--- src/pbtt_pkg.sv ---
package pbtt_pkg;

  // Field widths fixed by the interface
  localparam int OpW      = 2;
  localparam int GroupW   = 3;
  localparam int SlotW    = 3;
  localparam int PrioReqW = 8;
  localparam int ParamW   = 16;
  localparam int KindW    = 3;
  localparam int PrioW    = 4;

  // Configuration registers
  localparam int NumCfg  = 6;
  localparam int CfgIdxW = 3;
  localparam int CapW    = 4;
  localparam logic [CapW-1:0] CapReset [NumCfg] = '{4'd6, 4'd4, 4'd3, 4'd3, 4'd8, 4'd8};

  // Default geometry
  localparam int DefGroups     = 6;
  localparam int DefSlots      = 8;
  localparam int DefPriorities = 10;

  typedef enum logic [OpW-1:0] {
    OP_ALLOC = 2'd0,
    OP_FREE  = 2'd1,
    OP_CLEAR = 2'd2,
    OP_RUN   = 2'd3
  } opcode_e;

  typedef enum logic [KindW-1:0] {
    KIND_ALLOC = 3'd0,
    KIND_FULL  = 3'd1,
    KIND_RUN   = 3'd2,
    KIND_EMPTY = 3'd3,
    KIND_IMMED = 3'd4
  } kind_e;

  typedef enum logic [4:0] {
    ST_IDLE,
    ST_AL_RD,
    ST_AL_CHK,
    ST_AL_EMIT,
    ST_AL_IMMED,
    ST_AL_FULL,
    ST_AL_POST,
    ST_FR_RD,
    ST_FR_WR,
    ST_CLR,
    ST_RB_INIT,
    ST_RB_RD,
    ST_RB_CHK,
    ST_RB_LINK,
    ST_RB_END,
    ST_RN_HRD,
    ST_RN_HCHK,
    ST_RN_SCHK,
    ST_RN_END
  } state_e;

endpackage

--- src/priority_bucket_task_table_unit.sv ---
// Channel | Handshake                 | Payload
// --------+---------------------------+-------------------------------------------------
// in      | in_valid_i / in_stall_o   | opcode, group, slot, priority_req, param,
//         |                           | sort_now, run_now
// out     | out_valid_o / out_stall_i | out_kind, out_slot, out_priority, out_param,
//         |                           | last_flag
// cfg     | cfg_we_i                  | cfg_idx_i, cfg_data_i (capacity of group 0..5)
//
// One input word is worked at a time; in_stall_o is high while the sequencer is out of
// idle, which can outlast the loading of the last result word into the output register.
// An allocate scans occupied slots up to the first free one, a rebuild reads every slot
// below capacity and links each used one, and a run reads each priority bucket head
// and each listed slot; all steps are bound by the single read port of the slot memory
// and of the bucket-head memory, whose reads are registered.
// Reset clears per-entry valid bits at once; no clearing pass is needed.
// A stalled output word holds; the sequencer waits to push while that word is stalled.
module priority_bucket_task_table_unit #(
  parameter int GROUPS     = pbtt_pkg::DefGroups,
  parameter int SLOTS      = pbtt_pkg::DefSlots,
  parameter int PRIORITIES = pbtt_pkg::DefPriorities
) (
  input  logic                               clk_i,
  input  logic                               rst_ni,
  // input words
  input  logic                               in_valid_i,
  output logic                               in_stall_o,
  input  logic [pbtt_pkg::OpW-1:0]           opcode_i,
  input  logic [pbtt_pkg::GroupW-1:0]        group_i,
  input  logic [pbtt_pkg::SlotW-1:0]         slot_i,
  input  logic signed [pbtt_pkg::PrioReqW-1:0] priority_req_i,
  input  logic signed [pbtt_pkg::ParamW-1:0] param_i,
  input  logic                               sort_now_i,
  input  logic                               run_now_i,
  // result words
  output logic                               out_valid_o,
  input  logic                               out_stall_i,
  output logic [pbtt_pkg::KindW-1:0]         out_kind_o,
  output logic [pbtt_pkg::SlotW-1:0]         out_slot_o,
  output logic [pbtt_pkg::PrioW-1:0]         out_priority_o,
  output logic signed [pbtt_pkg::ParamW-1:0] out_param_o,
  output logic                               last_flag_o,
  // configuration
  input  logic                               cfg_we_i,
  input  logic [pbtt_pkg::CfgIdxW-1:0]       cfg_idx_i,
  input  logic [pbtt_pkg::CapW-1:0]          cfg_data_i
);
  import pbtt_pkg::*;

  localparam int SW     = (SLOTS > 1) ? $clog2(SLOTS) : 1;       // slot index
  localparam int CW     = $clog2(SLOTS + 1);                     // capacity 0..SLOTS
  localparam int GIW    = (GROUPS > 1) ? $clog2(GROUPS) : 1;     // group index
  localparam int PIW    = $clog2(PRIORITIES);                    // bucket index
  localparam int SDEPTH = GROUPS * SLOTS;
  localparam int HDEPTH = GROUPS * PRIORITIES;
  localparam int SAW    = (SDEPTH > 1) ? $clog2(SDEPTH) : 1;
  localparam int HAW    = $clog2(HDEPTH);

  // A link is an index with a valid mark; the all-zero word is the empty link.
  typedef struct packed {
    logic          vld;
    logic [SW-1:0] idx;
  } link_t;

  // Slot entry; the all-zero word is the reset value of an entry.
  typedef struct packed {
    logic              used;
    logic [PrioW-1:0]  prio;
    logic [ParamW-1:0] param;
    link_t             link;
  } sword_t;

  state_e state_q, state_d;

  // Captured request
  logic [GroupW-1:0] grp_q;
  logic [SW-1:0]     slot_q;
  logic [PrioW-1:0]  pr_q;
  logic [ParamW-1:0] par_q;
  logic              sort_q;
  logic              runnow_q;
  logic              after_run_q;
  logic [CW-1:0]     cap_q;
  logic [GIW-1:0]    gi;

  // Sequencer counters and scratch
  logic [SW-1:0]  idx_q, idx_d;
  logic [PIW-1:0] pidx_q, pidx_d;
  sword_t         word_q;
  logic           idx_last, p_last;

  // Pending run word, held back until we know whether it is the last one
  logic              pend_v_q, pend_v_d;
  logic              pend_load;
  logic [SW-1:0]     pend_slot_q;
  logic [PrioW-1:0]  pend_prio_q;
  logic [ParamW-1:0] pend_param_q;

  // Output register
  logic              out_valid_q;
  kind_e             out_kind_q;
  logic [SlotW-1:0]  out_slot_q;
  logic [PrioW-1:0]  out_prio_q;
  logic [ParamW-1:0] out_param_q;
  logic              out_last_q;
  logic              out_free;
  logic              push;
  kind_e             push_kind;
  logic [SlotW-1:0]  push_slot;
  logic [PrioW-1:0]  push_prio;
  logic [ParamW-1:0] push_param;
  logic              push_last;

  // Configuration and per-group flags
  logic [CapW-1:0]   cfg_cap_q [NumCfg];
  logic [GROUPS-1:0] dirty_q;
  logic              dirty_set, dirty_clr;

  // Slot memory
  sword_t                         smem [SDEPTH];
  logic [GROUPS-1:0][SLOTS-1:0]   svld_q;
  logic                           s_re, s_we, s_clr;
  logic [SW-1:0]                  s_rs, s_ws;
  logic [SAW-1:0]                 s_raddr, s_waddr;
  sword_t                         s_wdata, s_rdata_q, s_eff;
  logic                           s_rvld_q;

  // Bucket-head memory
  link_t                             hmem [HDEPTH];
  logic [GROUPS-1:0][PRIORITIES-1:0] hvld_q;
  logic                              h_re, h_we, h_clr;
  logic [PIW-1:0]                    h_rp, h_wp;
  logic [HAW-1:0]                    h_raddr, h_waddr;
  link_t                             h_wdata, h_rdata_q, h_eff;
  logic                              h_rvld_q;

  // Acceptance and request decode
  logic           in_acc, grp_ok, slot_ok, dirty_in;
  logic [CW-1:0]  cap_in;
  logic [PrioW-1:0] pr_in;

  assign in_stall_o = (state_q != ST_IDLE);
  assign in_acc     = in_valid_i && !in_stall_o;
  assign grp_ok     = int'(group_i) < GROUPS;
  assign slot_ok    = int'(slot_i) < SLOTS;
  assign dirty_in   = dirty_q[group_i[GIW-1:0]];
  assign gi         = grp_q[GIW-1:0];

  // Capacity above SLOTS counts as SLOTS; groups without a register get all slots.
  always_comb begin
    cap_in = CW'(SLOTS);
    if (int'(group_i) < NumCfg) begin
      if (int'(cfg_cap_q[group_i]) <= SLOTS) begin
        cap_in = CW'(cfg_cap_q[group_i]);
      end
    end
  end

  // Clamp the requested priority into 0..PRIORITIES-1; negative goes to 0.
  always_comb begin
    if (priority_req_i[PrioReqW-1]) begin
      pr_in = '0;
    end else if (int'(priority_req_i) > PRIORITIES - 1) begin
      pr_in = PrioW'(PRIORITIES - 1);
    end else begin
      pr_in = PrioW'(priority_req_i);
    end
  end

  assign idx_last = (CW'(idx_q) + CW'(1)) >= cap_q;
  assign p_last   = (pidx_q == PIW'(PRIORITIES - 1));
  assign out_free = !out_valid_q || !out_stall_i;

  // Entries whose valid bit was clear at read time read as their reset value.
  assign s_eff = s_rvld_q ? s_rdata_q : '0;
  assign h_eff = h_rvld_q ? h_rdata_q : '0;

  assign s_raddr = SAW'(gi) * SAW'(SLOTS) + SAW'(s_rs);
  assign s_waddr = SAW'(gi) * SAW'(SLOTS) + SAW'(s_ws);
  assign h_raddr = HAW'(gi) * HAW'(PRIORITIES) + HAW'(h_rp);
  assign h_waddr = HAW'(gi) * HAW'(PRIORITIES) + HAW'(h_wp);

  // ---------------------------------------------------------------------------
  // Next state
  // ---------------------------------------------------------------------------
  always_comb begin
    state_d = state_q;
    case (state_q)
      ST_IDLE: begin
        if (in_acc && grp_ok) begin
          case (opcode_e'(opcode_i))
            OP_ALLOC: state_d = (cap_in == '0) ? ST_AL_FULL : ST_AL_RD;
            OP_FREE:  state_d = slot_ok ? ST_FR_RD : ST_IDLE;
            OP_CLEAR: state_d = ST_CLR;
            OP_RUN:   state_d = dirty_in ? ST_RB_INIT : ST_RN_HRD;
            default:  state_d = ST_IDLE;
          endcase
        end
      end
      ST_AL_RD:    state_d = ST_AL_CHK;
      ST_AL_CHK: begin
        if (!s_eff.used) begin
          state_d = ST_AL_EMIT;
        end else if (idx_last) begin
          state_d = ST_AL_FULL;
        end else begin
          state_d = ST_AL_RD;
        end
      end
      ST_AL_EMIT: begin
        if (out_free) begin
          state_d = runnow_q ? ST_AL_IMMED : ST_AL_POST;
        end
      end
      ST_AL_IMMED: if (out_free) state_d = ST_AL_POST;
      ST_AL_FULL:  if (out_free) state_d = ST_AL_POST;
      ST_AL_POST:  state_d = sort_q ? ST_RB_INIT : ST_IDLE;
      ST_FR_RD:    state_d = ST_FR_WR;
      ST_FR_WR:    state_d = ST_IDLE;
      ST_CLR:      state_d = ST_IDLE;
      ST_RB_INIT:  state_d = (cap_q == '0) ? ST_RB_END : ST_RB_RD;
      ST_RB_RD:    state_d = ST_RB_CHK;
      ST_RB_CHK: begin
        if (s_eff.used) begin
          state_d = ST_RB_LINK;
        end else begin
          state_d = idx_last ? ST_RB_END : ST_RB_RD;
        end
      end
      ST_RB_LINK:  state_d = idx_last ? ST_RB_END : ST_RB_RD;
      ST_RB_END:   state_d = after_run_q ? ST_RN_HRD : ST_IDLE;
      ST_RN_HRD:   state_d = ST_RN_HCHK;
      ST_RN_HCHK: begin
        if (h_eff.vld) begin
          state_d = ST_RN_SCHK;
        end else begin
          state_d = p_last ? ST_RN_END : ST_RN_HRD;
        end
      end
      ST_RN_SCHK: begin
        if (!pend_v_q || out_free) begin
          if (s_eff.link.vld) begin
            state_d = ST_RN_SCHK;
          end else begin
            state_d = p_last ? ST_RN_END : ST_RN_HRD;
          end
        end
      end
      ST_RN_END:   if (out_free) state_d = ST_IDLE;
      default:     state_d = ST_IDLE;
    endcase
  end

  // ---------------------------------------------------------------------------
  // Sequencer outputs: memory accesses, counters, result words
  // ---------------------------------------------------------------------------
  always_comb begin
    s_re       = 1'b0;
    s_we       = 1'b0;
    s_clr      = 1'b0;
    s_rs       = idx_q;
    s_ws       = idx_q;
    s_wdata    = s_eff;
    h_re       = 1'b0;
    h_we       = 1'b0;
    h_clr      = 1'b0;
    h_rp       = pidx_q;
    h_wp       = PIW'(word_q.prio);
    h_wdata    = '{vld: 1'b1, idx: idx_q};
    idx_d      = idx_q;
    pidx_d     = pidx_q;
    pend_v_d   = pend_v_q;
    pend_load  = 1'b0;
    dirty_set  = 1'b0;
    dirty_clr  = 1'b0;
    push       = 1'b0;
    push_kind  = KIND_RUN;
    push_slot  = SlotW'(pend_slot_q);
    push_prio  = pend_prio_q;
    push_param = pend_param_q;
    push_last  = 1'b0;
    case (state_q)
      ST_IDLE: begin
        if (in_acc) begin
          idx_d    = '0;
          pidx_d   = '0;
          pend_v_d = 1'b0;
        end
      end
      ST_AL_RD: s_re = 1'b1;
      ST_AL_CHK: begin
        // Claim the first free slot; keep its stale link as it was.
        if (!s_eff.used) begin
          s_we    = 1'b1;
          s_wdata = '{used: 1'b1, prio: pr_q, param: par_q, link: s_eff.link};
        end else if (!idx_last) begin
          idx_d = idx_q + SW'(1);
        end
      end
      ST_AL_EMIT: begin
        push       = out_free;
        push_kind  = KIND_ALLOC;
        push_slot  = SlotW'(idx_q);
        push_prio  = pr_q;
        push_param = par_q;
        push_last  = !runnow_q;
      end
      ST_AL_IMMED: begin
        push       = out_free;
        push_kind  = KIND_IMMED;
        push_slot  = SlotW'(idx_q);
        push_prio  = pr_q;
        push_param = par_q;
        push_last  = 1'b1;
      end
      ST_AL_FULL: begin
        push       = out_free;
        push_kind  = KIND_FULL;
        push_slot  = '0;
        push_prio  = '0;
        push_param = '0;
        push_last  = 1'b1;
      end
      ST_AL_POST: dirty_set = !sort_q;
      ST_FR_RD: begin
        s_re = 1'b1;
        s_rs = slot_q;
      end
      ST_FR_WR: begin
        // Release the slot but keep its link.
        s_we      = 1'b1;
        s_ws      = slot_q;
        s_wdata   = '{used: 1'b0, prio: '0, param: '0, link: s_eff.link};
        dirty_set = 1'b1;
      end
      ST_CLR: begin
        s_clr = 1'b1;
        h_clr = 1'b1;
      end
      ST_RB_INIT: begin
        h_clr = 1'b1;
        idx_d = '0;
      end
      ST_RB_RD: s_re = 1'b1;
      ST_RB_CHK: begin
        if (s_eff.used) begin
          h_re = 1'b1;
          h_rp = PIW'(s_eff.prio);
        end else if (!idx_last) begin
          idx_d = idx_q + SW'(1);
        end
      end
      ST_RB_LINK: begin
        // Push the slot onto the front of its bucket.
        s_we    = 1'b1;
        s_wdata = '{used: word_q.used, prio: word_q.prio, param: word_q.param,
                    link: h_eff};
        h_we    = 1'b1;
        if (!idx_last) begin
          idx_d = idx_q + SW'(1);
        end
      end
      ST_RB_END: begin
        dirty_clr = 1'b1;
        pidx_d    = '0;
        pend_v_d  = 1'b0;
      end
      ST_RN_HRD: h_re = 1'b1;
      ST_RN_HCHK: begin
        if (h_eff.vld) begin
          s_re  = 1'b1;
          s_rs  = h_eff.idx;
          idx_d = h_eff.idx;
        end else if (!p_last) begin
          pidx_d = pidx_q + PIW'(1);
        end
      end
      ST_RN_SCHK: begin
        if (!pend_v_q || out_free) begin
          push      = pend_v_q;
          pend_v_d  = 1'b1;
          pend_load = 1'b1;
          if (s_eff.link.vld) begin
            s_re  = 1'b1;
            s_rs  = s_eff.link.idx;
            idx_d = s_eff.link.idx;
          end else if (!p_last) begin
            pidx_d = pidx_q + PIW'(1);
          end
        end
      end
      ST_RN_END: begin
        push      = out_free;
        push_last = 1'b1;
        if (!pend_v_q) begin
          push_kind  = KIND_EMPTY;
          push_slot  = '0;
          push_prio  = '0;
          push_param = '0;
        end
        if (out_free) begin
          pend_v_d = 1'b0;
        end
      end
      default: ;
    endcase
  end

  // ---------------------------------------------------------------------------
  // Control registers
  // ---------------------------------------------------------------------------
  always_ff @(posedge clk_i or negedge rst_ni) begin
    if (!rst_ni) begin
      state_q     <= ST_IDLE;
      idx_q       <= '0;
      pidx_q      <= '0;
      pend_v_q    <= 1'b0;
      out_valid_q <= 1'b0;
      dirty_q     <= '0;
      svld_q      <= '0;
      hvld_q      <= '0;
      s_rvld_q    <= 1'b0;
      h_rvld_q    <= 1'b0;
      for (int i = 0; i < NumCfg; i++) begin
        cfg_cap_q[i] <= CapReset[i];
      end
    end else begin
      state_q  <= state_d;
      idx_q    <= idx_d;
      pidx_q   <= pidx_d;
      pend_v_q <= pend_v_d;

      if (push) begin
        out_valid_q <= 1'b1;
      end else if (!out_stall_i) begin
        out_valid_q <= 1'b0;
      end

      if (dirty_set) begin
        dirty_q[gi] <= 1'b1;
      end else if (dirty_clr) begin
        dirty_q[gi] <= 1'b0;
      end

      // Valid bits: drop a whole group at once, mark each entry on write.
      for (int g = 0; g < GROUPS; g++) begin
        if (s_clr && (gi == GIW'(g))) begin
          svld_q[g] <= '0;
        end
        if (h_clr && (gi == GIW'(g))) begin
          hvld_q[g] <= '0;
        end
      end
      if (s_we) begin
        svld_q[gi][s_ws] <= 1'b1;
      end
      if (h_we) begin
        hvld_q[gi][h_wp] <= 1'b1;
      end
      if (s_re) begin
        s_rvld_q <= svld_q[gi][s_rs];
      end
      if (h_re) begin
        h_rvld_q <= hvld_q[gi][h_rp];
      end

      if (cfg_we_i && (int'(cfg_idx_i) < NumCfg)) begin
        cfg_cap_q[cfg_idx_i] <= cfg_data_i;
      end
    end
  end

  // ---------------------------------------------------------------------------
  // Payload registers
  // ---------------------------------------------------------------------------
  always_ff @(posedge clk_i) begin
    if (in_acc) begin
      grp_q       <= group_i;
      slot_q      <= SW'(slot_i);
      pr_q        <= pr_in;
      par_q       <= param_i;
      sort_q      <= sort_now_i;
      runnow_q    <= run_now_i;
      after_run_q <= (opcode_e'(opcode_i) == OP_RUN);
      cap_q       <= cap_in;
    end
    if (state_q == ST_RB_CHK) begin
      word_q <= s_eff;
    end
    if (pend_load) begin
      pend_slot_q  <= idx_q;
      pend_prio_q  <= s_eff.prio;
      pend_param_q <= s_eff.param;
    end
    if (push) begin
      out_kind_q  <= push_kind;
      out_slot_q  <= push_slot;
      out_prio_q  <= push_prio;
      out_param_q <= push_param;
      out_last_q  <= push_last;
    end
  end

  // Slot memory: one write and one registered read per cycle
  always_ff @(posedge clk_i) begin
    if (s_we) begin
      smem[s_waddr] <= s_wdata;
    end
    if (s_re) begin
      s_rdata_q <= smem[s_raddr];
    end
  end

  // Bucket-head memory: one write and one registered read per cycle
  always_ff @(posedge clk_i) begin
    if (h_we) begin
      hmem[h_waddr] <= h_wdata;
    end
    if (h_re) begin
      h_rdata_q <= hmem[h_raddr];
    end
  end

  assign out_valid_o    = out_valid_q;
  assign out_kind_o     = out_kind_q;
  assign out_slot_o     = out_slot_q;
  assign out_priority_o = out_prio_q;
  assign out_param_o    = out_param_q;
  assign last_flag_o    = out_last_q;

  // ---------------------------------------------------------------------------
  // Assertions
  // ---------------------------------------------------------------------------
  // The sequencer never reads and writes the same slot entry in one cycle.
  a_slot_interlock: assert property (@(posedge clk_i) disable iff (!rst_ni)
    (s_we && s_re) |-> (s_waddr != s_raddr))
    else $error("slot memory read and write hit the same entry");

  // A finished rebuild leaves its group clean.
  a_rebuild_clean: assert property (@(posedge clk_i) disable iff (!rst_ni)
    (state_q == ST_RB_END) |=> !dirty_q[gi])
    else $error("group still dirty after rebuild");

  // Full and empty markers carry zero fields and close the input's results.
  a_marker_fields: assert property (@(posedge clk_i) disable iff (!rst_ni)
    (out_valid_o && (out_kind_o == KIND_EMPTY || out_kind_o == KIND_FULL)) |->
    (out_slot_o == '0 && out_priority_o == '0 && out_param_o == '0 && last_flag_o))
    else $error("marker word with nonzero fields or without last flag");

  // Listed slots always carry a priority inside the bucket range.
  a_run_prio: assert property (@(posedge clk_i) disable iff (!rst_ni)
    (out_valid_o && out_kind_o == KIND_RUN) |-> (int'(out_priority_o) < PRIORITIES))
    else $error("run word priority out of range");

endmodule

--- config.mk ---
export PLATFORM = sky130hd
export DESIGN_NAME = priority_bucket_task_table_unit
export DESIGN_NICKNAME = d
export VERILOG_FILES = /design/src/pbtt_pkg.sv /design/src/priority_bucket_task_table_unit.sv
export SDC_FILE = /design/constraint.sdc
export NUM_CORES = 2
export LEC_CHECK = 0
export BUFFER_PORTS_ARGS = -buffer_cell sky130_fd_sc_hd__buf_2
export CAP_MARGIN = 20
export CELL_PAD_IN_SITES_DETAIL_PLACEMENT = 1
export CELL_PAD_IN_SITES_GLOBAL_PLACEMENT = 2
export CORE_MARGIN = 2
export CORE_UTILIZATION = 45
export DETAILED_ROUTE_END_ITERATION = 10
export HOLD_SLACK_MARGIN = 0.1
export PLACE_DENSITY_LB_ADDON = 0.1
export SYNTH_ARGS = -nofsm -noshare
export SYNTH_HDL_FRONTEND = slang
export SYNTH_SLANG_ARGS = --single-unit
export TNS_END_PERCENT = 10
--- constraint.sdc ---
create_clock -name clk_i -period 5.8 [get_ports clk_i]
set_clock_uncertainty 0.05 [all_clocks]
set_input_delay 0.29 -clock clk_i [delete_from_list [all_inputs] [get_ports clk_i]]
set_output_delay 0.29 -clock clk_i [all_outputs]
set_load 0.01 [all_outputs]
==> impl_metrics.json <==
{
  "critPathCaptureType": "flop",
  "ant_nets": 0,
  "p_per_area_nw_per_um2": 493,
  "cts_tree": "yes",
  "drv_cap": 0,
  "place_hpwl_um": 139000,
  "dieHeight_um": 393,
  "cpPeakStageDelay_ps": 850,
  "worst_pin_slew_ps": 1120,
  "final_cells": 7052,
  "cts_sinks": 1666,
  "post-cts-setup-buffers": 0,
  "syn_area_um2": 67900,
  "grt_pass1_vias": 44100,
  "die_area_um2": 154000,
  "ys.flop_type": "edfxtp_1",
  "min_path_type": "in2async",
  "cts.clk_slew.worst_paths_ps": 60,
  "slew_headroom_pct": 25.3,
  "required_ps": 6130,
  "drt-total-wl_um": 224000,
  "core.rowCount": 142,
  "finalCritPeriodShare_pct": 90.0,
  "clock_latency_ps": 810,
  "nets": 4952,
  "crit_top_cell": "buf_4",
  "cts_buffers": 177,
  "syn_area_per_cell_um2": 14.6,
  "wl_per_cell_um": 31.8,
  "drt-pass1-iter-count": 5,
  "fmax_ghz": 0.191,
  "ios": 75,
  "rsz0062_at_grt": "no",
  "setup_tns_ps": 0,
  "path_class": "reg2reg",
  "htreeDepth": 4,
  "cp_slowest_cell": "a211oi_4",
  "drt-initial-drc-count": 4225,
  "p_leak_nw": 27.6,
  "async_flop_share_pct": 9.24,
  "critPathLaunchType": "flop",
  "fin_util_pct": 52.2,
  "port-buffer-count": 74,
  "ir_worst_vdd_mv": 0.335,
  "ys_warn_count": 0,
  "finalSetupViolations": 0,
  "initial_core_util_pct": 45.3,
  "grt_max_degree": 143,
  "drt-vias-per-instance": 6.20,
  "syn_nets": 4716,
  "dr_total_vias": 43700,
  "fp.coreArea_um2": 150000,
  "post-route-min-period_ps": 5220,
  "cts_hold_buf": 49,
  "synth_cell_types": 86,
  "synth.yosys.seq_area_share_pct": 72.5,
  "syn_inst": 4653,
  "cts_root_buf": "clkbuf_16",
  "hold_violations": 0,
  "status": "finished clean",
  "path_cells": "buf_4 > nor4b_4 > a211oi_1 > a211oi_4 > buf_4 > a21oi_1 > a2111oi_0 > buf_4 > a2111o_1 > nand4_1",
  "dp_cells": 6673,
  "place_congestion": 0.881,
  "synth_edf_count": 1512,
  "drive_gt1_share_pct": 15.5,
  "grt_pass1_wl_um": 322000,
  "synthToLayoutAreaGrowth_pct": 15.3,
  "dieWidth_um": 393,
  "synth-seq-cells": 1666,
  "critical_path_arrival_ps": 5560,
  "path_max_fanout": 70,
  "cts_buffer_depth": 3,
  "timing_max_transition_violations_final": 0,
  "grt_overflow_total": 0,
  "antenna_found_initial": 10,
  "fillCellCount": 14500,
  "cts.repair.resized": 0,
  "drc_errors": 0,
  "grtUsageTotal_pct": 29.1
}
-- final timing paths --
path | start | to | slack (ps) | cells past startpoint
min in group clk_i | param_i[6] | par_q[6] | 160 | 2
hold reg to reg | svld_q[34] | svld_q[34] | 420 | 1
setup / recovery | state_q[4] | s_rdata_q[3] | 580 | 10
hold / removal | rst_ni | cfg_cap_q[23] | 80 | 2
setup reg to reg | state_q[4] | s_rdata_q[3] | 580 | 10
max in group asynchronous | rst_ni | svld_q[36] | 4050 | 3
-- cell usage after synthesis, types with 28 or more instances --
cell,n,area (um2)
edfxtp_1,1512,45400
nand2_1,552,2070
o21ai_0,260,1300
mux2i_1,217,2170
clkbuf_1,185,694
nor2_1,182,683
and3_1,169,1060
a21oi_1,152,761
dfrtp_1,145,3630
a211oi_1,128,961
a31oi_1,95,594
nand3_1,84,420
a2111oi_0,82,718
mux2_2,76,856
a22o_1,72,631
buf_2,69,345
o22ai_1,61,382
a21o_1,58,435
inv_1,42,158
nand4_1,36,225
nor4_1,34,213
mux4_2,31,698
a221oi_1,28,245
-- kinds of logic after synthesis --
kind of cell | Yosys count | synth area share, %
DFF | 1666 | 72.5
buffers and inverters | 351 | 2.25
adders and majority gates | 17 | 0.335
and+or+nand+nor | 1159 | 7.87
xor gates and xnor gates | 13 | 0.168
muxes | 326 | 5.56
AOI/OAI and AO/OA | 1121 | 11.3
-- metrics by stage --
stage	total power (W)	area (um2)	hold WS (ps)	setup WS [ps]
global placement	0.0276	72000	374	916
global route	0.0400	78300	145	517
finish	0.0386	78300	84.0	578
detailed placement	0.0278	72200	384	833
CTS	0.0387	78200	100	773
floorplan	0.0223	67900	-55.6	1420
-- power by group --
| part | internal (W) | switching, W | total (W) |
|---|---|---|---|
| logic | 0.00346 | 0.00860 | 0.0121 |
| clock network | 0.00616 | 0.00475 | 0.0109 |
| registers | 0.0152 | 0.000526 | 0.0157 |
-- layer usage --
metal  up-vias  track usage, %  share of wire [%]
met1     23100            42.4                 45
met4         2            8.48                2.8
met5         -               0             0.0058
li1      18700               -                  -
met2      1591            45.2                 46
met3       275            4.35                6.6
-- worst max-delay path: cells and delay by family, from the launching register on --
family / cells / cell delay [ps]
AND/OR/NAND/NOR: 2 / 900
flip-flops: 1 / 540
AO/OA/AOI/OAI: 5 / 1950
buffers and inverters: 3 / 1290
-- state kept, by name, indices dropped and copies added, names as in the netlist, 5 cells and up, named ones only --
signal	flops
cfg_cap_q	24
hmem	180
hvld_q	60
out_param_o	16
par_q	16
pend_param_q	16
s_rdata_q	25
smem	1200
state_q	5
svld_q	48
word_q	17
-- cell usage in the layout (no fill, tap or decap), types with 76 or more instances in the layout --
cell       instances
a211oi_1         128
a21oi_1          151
a31oi_1           95
and3_1           167
buf_4            208
clkbuf_16        182
dfrtp_1          142
edfxtp_1        1512
mux2_2            76
mux2i_1          217
nand2_1          549
nand3_1           83
nor2_1           124
o21ai_0          239
-- cell type report --
class	instances	area [um2]	area share [%]
antenna	3	7.51	0.00959
clock buffer	231	4770	6.09
clock inverter	92	729	0.931
inverter	46	173	0.220
multi-input combinational	2636	17800	22.7
sequential	1666	49300	62.9
tap	2016	2520	3.22
timing repair buffer	362	3040	3.89
Note: power is estimated with default switching activity, not from simulation.
